**src/hdl/glzw_pkg.sv**
```systemverilog
// Shared types and constants of the GIF LZW decoder.
package glzw_pkg;

  localparam int unsigned PIX_W      = 8;
  localparam int unsigned OP_W       = 2;
  localparam int unsigned ST_W       = 3;
  localparam int unsigned MCS_W      = 4;
  // The bit accumulator is 32 bits wide; bits shifted above it are lost.
  localparam int unsigned ACC_W      = 32;
  localparam logic [MCS_W-1:0] MCS_RESET = 4'd8;
  // Largest code width that a clear code can set from the register (15 + 1).
  localparam int unsigned CW_BASE_MAX = 16;

  typedef enum logic [OP_W-1:0] {
    OP_BYTE  = 2'd0,
    OP_PULL  = 2'd1,
    OP_START = 2'd2,
    OP_NONE  = 2'd3
  } op_e;

  typedef enum logic [ST_W-1:0] {
    ST_PIXEL  = 3'd0,
    ST_NEED   = 3'd1,
    ST_ENDED  = 3'd2,
    ST_ERROR  = 3'd3,
    ST_ACCEPT = 3'd4,
    ST_REJECT = 3'd5
  } status_e;

  typedef enum logic [1:0] {
    CMD_BYTE,
    CMD_PULL,
    CMD_START,
    CMD_NOP
  } cmd_e;

  typedef struct packed {
    cmd_e             kind;
    logic [PIX_W-1:0] data_byte;
  } cmd_t;

endpackage

```
**src/hdl/glzw_if.sv**
```systemverilog
// Channel interfaces of the GIF LZW decoder: input items, results and configuration.
interface glzw_in_if;
  logic                       valid;
  logic                       ready;
  logic [glzw_pkg::OP_W-1:0]  op;
  logic [glzw_pkg::PIX_W-1:0] data_byte;
  modport source (output valid, output op, output data_byte, input ready);
  modport sink (input valid, input op, input data_byte, output ready);
endinterface


```
**src/hdl/glzw_front.sv**
```systemverilog
// Front end: accepts input beats, classifies the operation and queues commands.
module glzw_front (
  input  logic           clk_i,
  input  logic           rst_ni,
  glzw_in_if.sink        in_i,
  output glzw_pkg::cmd_t cmd_o,
  output logic           cmd_valid_o,
  input  logic           cmd_ready_i
);
  import glzw_pkg::*;

  localparam int unsigned DEPTH = 2;
  localparam int unsigned PTR_W = $clog2(DEPTH);
  localparam int unsigned CNT_W = $clog2(DEPTH + 1);

  cmd_t             fifo_q [DEPTH];
  logic [PTR_W-1:0] wr_ptr_q, wr_ptr_d;
  logic [PTR_W-1:0] rd_ptr_q, rd_ptr_d;
  logic [CNT_W-1:0] count_q, count_d;
  cmd_t             item;
  logic             push, pop;

  always_comb begin
    item.data_byte = in_i.data_byte;
    case (op_e'(in_i.op))
      OP_BYTE:  item.kind = CMD_BYTE;
      OP_PULL:  item.kind = CMD_PULL;
      OP_START: item.kind = CMD_START;
      default:  item.kind = CMD_NOP;
    endcase
  end

  assign in_i.ready  = (count_q != CNT_W'(DEPTH));
  assign push        = in_i.valid && in_i.ready;
  assign cmd_valid_o = (count_q != '0);
  assign pop         = cmd_valid_o && cmd_ready_i;
  assign cmd_o       = fifo_q[rd_ptr_q];

  always_comb begin
    wr_ptr_d = wr_ptr_q;
    rd_ptr_d = rd_ptr_q;
    count_d  = count_q;
    if (push) begin
      wr_ptr_d = (wr_ptr_q == PTR_W'(DEPTH - 1)) ? '0 : wr_ptr_q + PTR_W'(1);
    end
    if (pop) begin
      rd_ptr_d = (rd_ptr_q == PTR_W'(DEPTH - 1)) ? '0 : rd_ptr_q + PTR_W'(1);
    end
    if (push && !pop) begin
      count_d = count_q + CNT_W'(1);
    end else if (pop && !push) begin
      count_d = count_q - CNT_W'(1);
    end
  end

  always_ff @(posedge clk_i) begin
    if (push) begin
      fifo_q[wr_ptr_q] <= item;
    end
  end

  always_ff @(posedge clk_i or negedge rst_ni) begin
    if (!rst_ni) begin
      wr_ptr_q <= '0;
      rd_ptr_q <= '0;
      count_q  <= '0;
    end else begin
      wr_ptr_q <= wr_ptr_d;
      rd_ptr_q <= rd_ptr_d;
      count_q  <= count_d;
    end
  end

endmodule

```
**src/flat_wrapper.sv**
```systemverilog
// flat-port wrapper written by rule: the top's interface ports become plain ports
module glzw_front_flat import glzw_pkg::*;
  (clk_i, rst_ni, cmd_o, cmd_valid_o, cmd_ready_i, in_i_valid, in_i_op, in_i_data_byte, in_i_ready);
  glzw_in_if in_i_i ();
  input  logic clk_i;
  input  logic rst_ni;
  output glzw_pkg::cmd_t cmd_o;
  output logic cmd_valid_o;
  input  logic cmd_ready_i;
  input wire logic [$bits(in_i_i.valid)-1:0] in_i_valid;
  input wire logic [$bits(in_i_i.op)-1:0] in_i_op;
  input wire logic [$bits(in_i_i.data_byte)-1:0] in_i_data_byte;
  output wire logic [$bits(in_i_i.ready)-1:0] in_i_ready;
  assign in_i_i.valid = in_i_valid;
  assign in_i_i.op = in_i_op;
  assign in_i_i.data_byte = in_i_data_byte;
  assign in_i_ready = in_i_i.ready;
  glzw_front u_core (.clk_i(clk_i), .rst_ni(rst_ni), .in_i(in_i_i), .cmd_o(cmd_o), .cmd_valid_o(cmd_valid_o), .cmd_ready_i(cmd_ready_i));
endmodule
```
**config.mk**
```make
export PLATFORM = sky130hd
export DESIGN_NAME = glzw_front_flat
export DESIGN_NICKNAME = d
export VERILOG_FILES = /design/src/hdl/glzw_pkg.sv /design/src/hdl/glzw_if.sv /design/src/hdl/glzw_front.sv /design/src/flat_wrapper.sv
export SDC_FILE = /design/constraint.sdc
export NUM_CORES = 1
export LEC_CHECK = 0
export ABC_CLOCK_PERIOD_IN_PS = 1500
export BUFFER_PORTS_ARGS = -buffer_cell sky130_fd_sc_hd__buf_4
export CORE_UTILIZATION = 30
export CTS_CLUSTER_SIZE = 24
export DETAILED_ROUTE_END_ITERATION = 6
export PLACE_DENSITY = 0.52
export SYNTH_ARGS = -nofsm -noshare
export SYNTH_HDL_FRONTEND = slang
export SYNTH_SLANG_ARGS = --single-unit
```
**constraint.sdc**
```tcl
create_clock -name clk_i -period 1.5 [get_ports clk_i]
set_clock_uncertainty 0.1 [all_clocks]
set_input_delay 0.075 -clock clk_i [delete_from_list [all_inputs] [get_ports clk_i]]
set_output_delay 0.075 -clock clk_i [all_outputs]
set_load 0.005 [all_outputs]
```
# Yosys cells after proc, flatten, opt, wreduce, memory -nomap -nowiden
# Memories as Yosys holds them, arrays and structs flattened.
# Index checks and enable logic that the tools add are counted.
# word_totals
input_bits	14
regBits	4
ramBits	20
out_inout_bits	12
mem_count	1
# memory_table
name	depth	word_bits	read_ports	rd_ports_with_merged_regs	wr	line	rtl
u_core.fifo_q	2	10	1	0	1	glzw_front.sv:16	cmd_t fifo_q [DEPTH];
# op_classes
reduce_logical	9
mux	7
n_addsub	4
eq_ne	3
# ops
cell	count
$pmux W2 S3	1
$logic_and A1 B1 Y1	4
$mux W1	4
$mux W2	2
$reduce_bool A2 Y1	2
$add A1 B1 Y1 const B	2
$add A2 B1 Y2 const B	1
$eq A2 B1 Y1 const B	1
$eq A2 B2 Y1 const B	1
$logic_not A1 Y1	2
$logic_not A2 Y1	1
$ne A2 B2 Y1 const B	1
$sub A2 B1 Y2 const B	1

# Logic depth before layout (Yosys ltp)
# Gate-level depths: netlist (run 1).
# logic_depth
depth_word	6
mapped_depth	7
ltp_nobuf	7

# Least setup slack after synthesis (run 1)
# Ideal clock, no wire load.
# synth_timing
path_type	reg-to-reg
start	register u_core.count_q[0]
end	memory u_core.fifo_q[0][0] (netlist name), enable pin
setup_slack_ps	-59
arrival_ps	1083
period_less_slack_ps	1559
path_stages_with_launch	4
path_cell_list	dfrtp_1 nand2b_4 nand2_1 nor2_1
# synth_via
elab_chain_cells	4
# synth_rtl
element	line	rtl
start: declaration	glzw_front.sv:19	logic [CNT_W-1:0] count_q, count_d;
start signal: assignment	glzw_front.sv:70	count_q <= count_d;
$ne A2 B2 Y1	glzw_front.sv:33	assign in_i.ready = (count_q != CNT_W'(DEPTH));
net in_i_ready	flat_wrapper.sv:13	output wire logic [$bits(in_i_i.ready)-1:0] in_i_ready;
$logic_and A1 B1 Y1	glzw_front.sv:34	assign push = in_i.valid && in_i.ready;
$mux W1	glzw_front.sv:57	if (push) begin
$mux W1 (implied by the code)	glzw_front.sv:58	fifo_q[wr_ptr_q] <= item;
end: declaration	glzw_front.sv:16	
# The timed path passes the listed nets, and every way through them passes these cells.

==> results of run 1 <==
==> layout by cell type (no fill, tap or decap) <==
cell type	count
edfxtp_1	20
or2_4	1
clkbuf_4	3
dlygate4sd3_1	13
buf_4	35
mux2_2	10
bufinv_16	1
nand2_4	2
and3_1	1
nor2_2	2
xor2_2	1
dfrtp_1	4
xor2_1	1
xnor2_1	3
buf_6	2
inv_2	1
nand2b_4	1
ha_4	1
==> registers in the layout, indices dropped and copies added (netlist names) <==
name / flops
u_core.fifo_q: 20
u_core.rd_ptr_q: 1
u_core.count_q: 2
u_core.wr_ptr_q: 1
==> worst min-delay path by stage <==
| stage | endpoint | depth (start not counted) | startpoint | slack [ns] |
|---|---|---|---|---|
| 5_1_grt | u_core.wr_ptr_q$_DFFE_PN0P_ | 4 | in_i_valid | 0.06 |
| 3_3_place_gp | u_core.count_q[0]$_DFFE_PN0P_ | 1 | rst_ni | -0.22 |
| 2_1_floorplan | u_core.count_q[0]$_DFFE_PN0P_ | 0 | rst_ni | -0.32 |
| 6_report | u_core.wr_ptr_q$_DFFE_PN0P_ | 4 | in_i_valid | 0.05 |
| 3_5_place_dp | u_core.count_q[0]$_DFFE_PN0P_ | 1 | rst_ni | -0.23 |
| 4_1_cts | u_core.wr_ptr_q$_DFFE_PN0P_ | 4 | in_i_valid | 0.05 |
==> metal layers <==
| layer | vias up | GRT usage, % | wire [µm] |
|---|---|---|---|
| met4 | 0 | 5.10 | 17 |
| met1 | 273 | 11.6 | 707 |
| met3 | 2 | 2.23 | 84 |
| met5 | - | 0 | 0 |
| li1 | 285 | - | - |
| met2 | 16 | 19.4 | 797 |
==> worst register-to-register path, cell delays in order (launching register included) <==
cell and delay, ns:
dfrtp_1 0.43, nand2b_4 0.17, nand2_4 0.06, inv_2 0.04
ha_4 0.15, xor2_2 0.16, nor2_2 0.12, xor2_1 0.16
==> cell type report <==
| type | count | share of cell area, % |
|---|---|---|
| flip-flops and latches | 24 | 47.9 |
| well taps | 31 | 2.65 |
| clock inverters | 1 | 2.05 |
| repair buffers | 50 | 28.4 |
| multi-input cells | 23 | 17.3 |
| clock buffers | 3 | 1.54 |
| inverters | 1 | 0.256 |
==> through the flow <==
stage / TNS (ns) / total power [µW]
2_1_floorplan: 0 / 1500
3_3_place_gp: 0 / 1930
3_5_place_dp: -0.0111 / 1940
4_1_cts: -0.0118 / 2500
5_1_grt: -0.467 / 2740
6_report: 0 / 2580
==> cells by family (layout without fill, tap and decap cells) <==
| logic type | Yosys count | in the layout | share of synthesized area (%) |
|---|---|---|---|
| XOR/XNOR | 5 | 5 | 4.66 |
| buffers and inverters | 4 | 55 | 2.00 |
| multiplexers | 10 | 10 | 12.0 |
| flip-flops | 24 | 24 | 74.6 |
| AND/OR/NAND/NOR | 7 | 7 | 5.46 |
| adder cells (fa/ha/maj) | 1 | 1 | 1.33 |
==> where the power goes <==
group | internal, µW | switching, µW | total [µW]
combinational | 692 | 432 | 1120
sequential | 927 | 69.1 | 996
clock | 270 | 188 | 457
total | 1890 | 688 | 2580
==> timing repair <==
| action | in CTS | in global routing |
|---|---|---|
| hold buffers | 13 | 0 |
| resized for setup | 1 | 8 |
| pin swaps | 0 | 5 |
| endpoints found under the setup margin | 3 | 11 |
| endpoints found under the hold margin | 25 | 0 |
| setup buffers | 3 | 2 |
==> metrics.md, run 1 <==
| Metric | Value |
|---|---|
| CP Cell Sequence | buf_4 -> mux2_2 -> buf_4 |
| Most numerous cell in the Yosys netlist | edfxtp_1 |
| Die Ht | 58.0 µm |
| Hpwl dp | about 1.1 mm |
| Worst Tran Pin Value | between 0.2 and 0.25 ns |
| Worst skew pair latency | ~0.3 ns |
| RSZ-0062 raised after global routing | yes |
| Post-placement cell count | ~110 |
| Reg-to-reg endpoint | u_core.count_q[1]$_DFFE_PN0P_ |
| Yosys top cell by area | edfxtp_1 |
| Cell Count, Final, Fillers Out | roughly 130 |
| Root Buffer | clkbuf_4 |
| # DRC | 2 |
| Final Critical Period | between 1 and 1.5 ns |
| Min-Delay Path Class | primary input to register |
| Flops & latches, synth | 24 |
| Crit. path cell count | 3 |
| Placed cell areas | 1210 µm² |
| Worst setup path end | cmd_o[1] |
| CTS tree | done |
| Hold Vio Cnt, Final | 0 |
| GRT overflow | 0 |
| Post-synthesis sequential area ratio | 74.6% |
| Max-Cap Viols | 0 |
| LEAKAGE | ~0.00060 µW |
| Pin count of the biggest net entering global routing | 15 |
| Pwr/cell area | ~1800 nW/µm² |
| Initial Utilization | about a third |
| Crit path launch type | register |
| Reg area | 701 µm² |
| Die span in x | 58.0 µm |
| Nets | around 120 |
| Synth area leaders | edfxtp_1, mux2_2, dfrtp_1 |
| Die ar. | approximately 3400 µm² |
| Top-area cell type share of the netlist area | about 64% |
| WL final | 1.61 mm |
| CP arrival | 1.31 ns |
| Hold WS | roughly 0.054 ns |
| Slowest-stage cell, CP | dfrtp_1 |
| CP endpoint kind | primary output |
| Top_reg_cell synth | edfxtp_1 |
| Net Count, Synth | 66 |
| Num CTS Buffers | 3 |
| Iter 0 DRT Violations | 12 |
| DR vias/cell | 4.33 |
| Area Overhead vs Synth | 55.8% |
| Clock buffer depth | 2 |
| Post-synthesis async set-or-reset flop share | between 10% and 20% |
| Synth Instances | 51 |
| Multi-input logic area | approximately 250 µm² |
| IO Pins | 26 |
| Flop-to-flop setup slack | around 0.030 ns |
| CTS clk-pin slew, worst paths | between 0.1 and 0.15 ns |
| Crit. Startpoint | u_core.rd_ptr_q$_DFFE_PN0P_ |
| GP Congestion | roughly 0.64 |
| Slowest stage delay, CP | roughly 0.37 ns |
| Critical path's most frequent cell | buf_4 |
| Reg2reg start | u_core.count_q[0]$_DFFE_PN0P_ |
| Pre-CTS WS | -0.0111 ns |
| Final setup violation count | 0 |
| Fmax | 676 MHz |
| Slew HR | ~86% |
| Num rows | 19 |
| Mean Syn Cell Area | approximately 18 µm² |
| Synthesized area | ~940 µm² |
| DR WL/cell | 12.1 µm |
| Vias | 576 |
| Final Cell Area | roughly 1500 µm² |
| Clock Sinks | 24 |
| Failing checks | design-rule violations |
| Core ar. | 2850 µm² |
| PortBufs | 25 |
| Fraction of layout cells with a size suffix above 1 | ~59% |
| Number of flops mapped to enable cells by yosys | 20 |
| Number of buffer and inverter stages on the critical path | 2 |
| Yosys cell types | 15 |
| Worst Reg-to-Reg Cells | 7 |
| First-pass GRT wire length | 2.61 mm |
| Period utilization | between 90% and 100% |
| ANT cells | 0 |
| Filler cell count in the final layout | about 260 |
| Initial antenna violation count | 0 |
| Status | finished, violations left |
| Post-route ant nets | 0 |
| Worst setup slack after layout | 0.0197 ns |
| Commonest cells in the synthesized netlist | edfxtp_1, mux2_2, dfrtp_1 |
| H-Tree Depth | 1 |
| Ys Warns | 0 |
| Slew Limit Fails | 0 |
| Maximum VDD drop | 0.888 mV |
| Vias in the first global route | just over 600 |
| CP Max Fanout | 6 |
| DR pass1 iterations | 5 |
| WP data required | 1.32 ns |
| Final core occ | around half |
| Setup Crit Path Kind | register to primary output |
| Delay-heaviest family, CP | flip-flops |
| Total Routing Usage GR | a little over a tenth |
Power figures use the tool's default switching activity.
==> run 2, diff against run 1 <==
--- a/config.mk
+++ b/config.mk
@@ -8,6 +8,7 @@
 export ABC_CLOCK_PERIOD_IN_PS = 1500
 export BUFFER_PORTS_ARGS = -buffer_cell sky130_fd_sc_hd__buf_4
 export CORE_UTILIZATION = 30
+export CTS_BUF_LIST = sky130_fd_sc_hd__clkbuf_2
 export CTS_CLUSTER_SIZE = 24
 export DETAILED_ROUTE_END_ITERATION = 6
 export PLACE_DENSITY = 0.52
==> run 2 against run 1 <==
The run ends with design-rule violations, negative setup slack left. Clock-buffer cell count unchanged. Final cell count rose by 0.75%. Die area did not move. Sequential share of layout area decreased by 2.4 points. Flip-flop and latch count stayed put. Global-route usage grew 0.42 points.
==> metrics.md, run 2 (synthesized netlist as in run 1, its figures left out) <==
| Metric | Value |
|---|---|
| Status | finished, violations left |
| IO Pins | 26 (unchanged) |
| RSZ-0062 raised after global routing | yes |
| Slowest stage delay, CP | 0.45 ns (+0.08 ns) |
| Worst skew pair latency | 0.32 ns (+0.02 ns) |
| Number of flip-flops in the largest register | 20 (unchanged) |
| Hpwl dp | 1.11 mm (unchanged) |
| First-pass GRT wire length | 2.69 mm (+3.2%) |
| Reg2reg start | u_core.count_q[1]$_DFFE_PN0P_ |
| DR WL/cell | 12.9 µm (+6.5%) |
| Initial Utilization | 32.9% (unchanged) |
| Die ar. | 3360 µm² (unchanged) |
| Slew HR | 85.2% (-1.1 points) |
| Nets | 119 (+0.85%) |
| Number of buffer and inverter stages on the critical path | 2 (unchanged) |
| Crit path launch type | register |
| Vias | 592 (+2.8%) |
| Die Ht | 58.0 µm (unchanged) |
| CP arrival | 1.34 ns (+0.03 ns) |
| # DRC | 2 (unchanged) |
| Pwr/cell area | 1780 nW/µm² (+1.2%) |
| Clock buffer depth | 2 (unchanged) |
| CTS clk-pin slew, worst paths | 0.22 ns (+0.09 ns) |
| Worst setup slack after layout | -0.0150 ns (-0.0347 ns) |
| WP data required | 1.32 ns (about the same) |
| Commonest non-fill, non-tap cell in the layout | buf_4 |
| Pin count of the biggest net entering global routing | 15 (unchanged) |
| Final Cell Area | 1540 µm² (+5.3%) |
| GRT overflow | 0 (unchanged) |
| Fmax | 660 MHz (-2.3%) |
| Core ar. | 2850 µm² (unchanged) |
| Max-Cap Viols | 0 (unchanged) |
| ANT cells | 0 (unchanged) |
| Area Overhead vs Synth | 64.0% |
| H-Tree Depth | 1 (unchanged) |
| CP Cell Sequence | buf_6 -> mux2_4 -> buf_6 |
| Largest regs | u_core.fifo_q: 20 flops, u_core.count_q: 2 flops |
| Final setup violation count | 11 (+11) |
| Failing checks | design-rule violations, negative setup slack |
| Filler cell count in the final layout | 255 (-0.78%) |
| Num rows | 19 (unchanged) |
| Setup Crit Path Kind | register to primary output |
| Total Routing Usage GR | 11.0% (+0.42 points) |
| Period utilization | 101% (+2.3 points) |
| CTS tree | done |
| Die span in x | 58.0 µm (unchanged) |
| CP endpoint kind | primary output |
| Root Buffer | clkbuf_2 |
| Num CTS Buffers | 3 (unchanged) |
| DR vias/cell | 4.42 (+2.0%) |
| Placed cell areas | 1210 µm² (unchanged) |
| Maximum VDD drop | 0.961 mV (+8.2%) |
| Min-Delay Path Class | primary input to register |
| Clock Sinks | 24 (unchanged) |
| Vias in the first global route | 606 (+0.17%) |
| Pre-CTS WS | -0.0111 ns (unchanged) |
| Largest Register | u_core.fifo_q |
| GP Congestion | 0.644 (unchanged) |
| Critical path's most frequent cell | buf_6 |
| PortBufs | 25 (unchanged) |
| Fraction of layout cells with a size suffix above 1 | 58.3% (-0.57 points) |
| Slew Limit Fails | 0 (unchanged) |
| Slowest-stage cell, CP | dfrtp_1 |
| DR pass1 iterations | 6 (+1) |
| Crit. Startpoint | u_core.rd_ptr_q$_DFFE_PN0P_ |
| Iter 0 DRT Violations | 7 (-5) |
| Hold Vio Cnt, Final | 0 (unchanged) |
| WL final | 1.72 mm (+7.3%) |
| Commonest non-fill, non-tap cells in the layout | buf_4, edfxtp_1, dlygate4sd3_1 |
| Post-route ant nets | 0 (unchanged) |
| Final Critical Period | 1.51 ns (+0.0347 ns) |
| Initial antenna violation count | 0 (unchanged) |
| LEAKAGE | 0.000657 µW (+9.8%) |
| Hold path start | in_i_data_byte[1] |
| CP Max Fanout | 6 (unchanged) |
| Worst Tran Pin Value | 0.222 ns (+0.0171 ns) |
| Delay-heaviest family, CP | flip-flops |
## run 2: stage by stage
stage               total power, µW  cells  hold slack, ns  setup TNS (ns)  utilization [%]
global route                   2910    134           0.308          -0.867             54.0
detailed placement             1940    111          -0.226         -0.0111             42.3
CTS                            2660    131           0.322          -0.406             52.3
global placement               1930    111          -0.223               0             42.3
finish                         2740    134           0.345         -0.0954             54.0
floorplan                      1500     51          -0.321               0                -
## run 2: path summary, 6_finish.rpt
| path | cells after the start | slack [ns] | endpoint |
|---|---|---|---|
| worst max-delay path | 3 | -0.01 | cmd_o[7] |
| worst min-delay path | 2 | 0.35 | u_core.fifo_q[1][1]$_DFFE_PP_ |
| min in group asynchronous | 3 | 0.52 | u_core.count_q[0]$_DFFE_PN0P_ |
| max in group asynchronous | 3 | 0.61 | u_core.wr_ptr_q$_DFFE_PN0P_ |
| worst max register to register | 6 | 0 | u_core.count_q[1]$_DFFE_PN0P_ |
| worst min register to register | 1 | 0.44 | u_core.wr_ptr_q$_DFFE_PN0P_ |
## run 2: area by class of cell
class                   instances  area, µm²  area share, %
well taps                      31       38.8           2.52
repair buffers                 51        463           30.0
multi-input cells              23        290           18.8
flip-flops and latches         24        701           45.5
inverters                       1       3.75          0.244
clock buffers                   3       15.0          0.974
clock inverters                 1       30.0           1.95
## run 2: where the power goes
group | switching (µW) | internal, µW
sequential | 83.5 | 926
combinational | 475 | 840
clock | 189 | 230
## run 2: routing by layer
metal	global-route usage, %	vias to the layer above	part of all wire [%]
met4	6.12	0	2.1
li1	-	288	-
met2	19.2	18	49
met5	0	-	0
met3	2.23	4	4.4
met1	12.6	282	44
## run 2: repair_timing
item                                    in CTS  in global routing
pin swaps                                    0                  5
endpoints found under the setup margin      11                 11
hold buffers                                14                  0
resized for setup                           23                  6
setup buffers                                2                  3
gates cloned                                 0                  0
endpoints found under the hold margin       26                  0
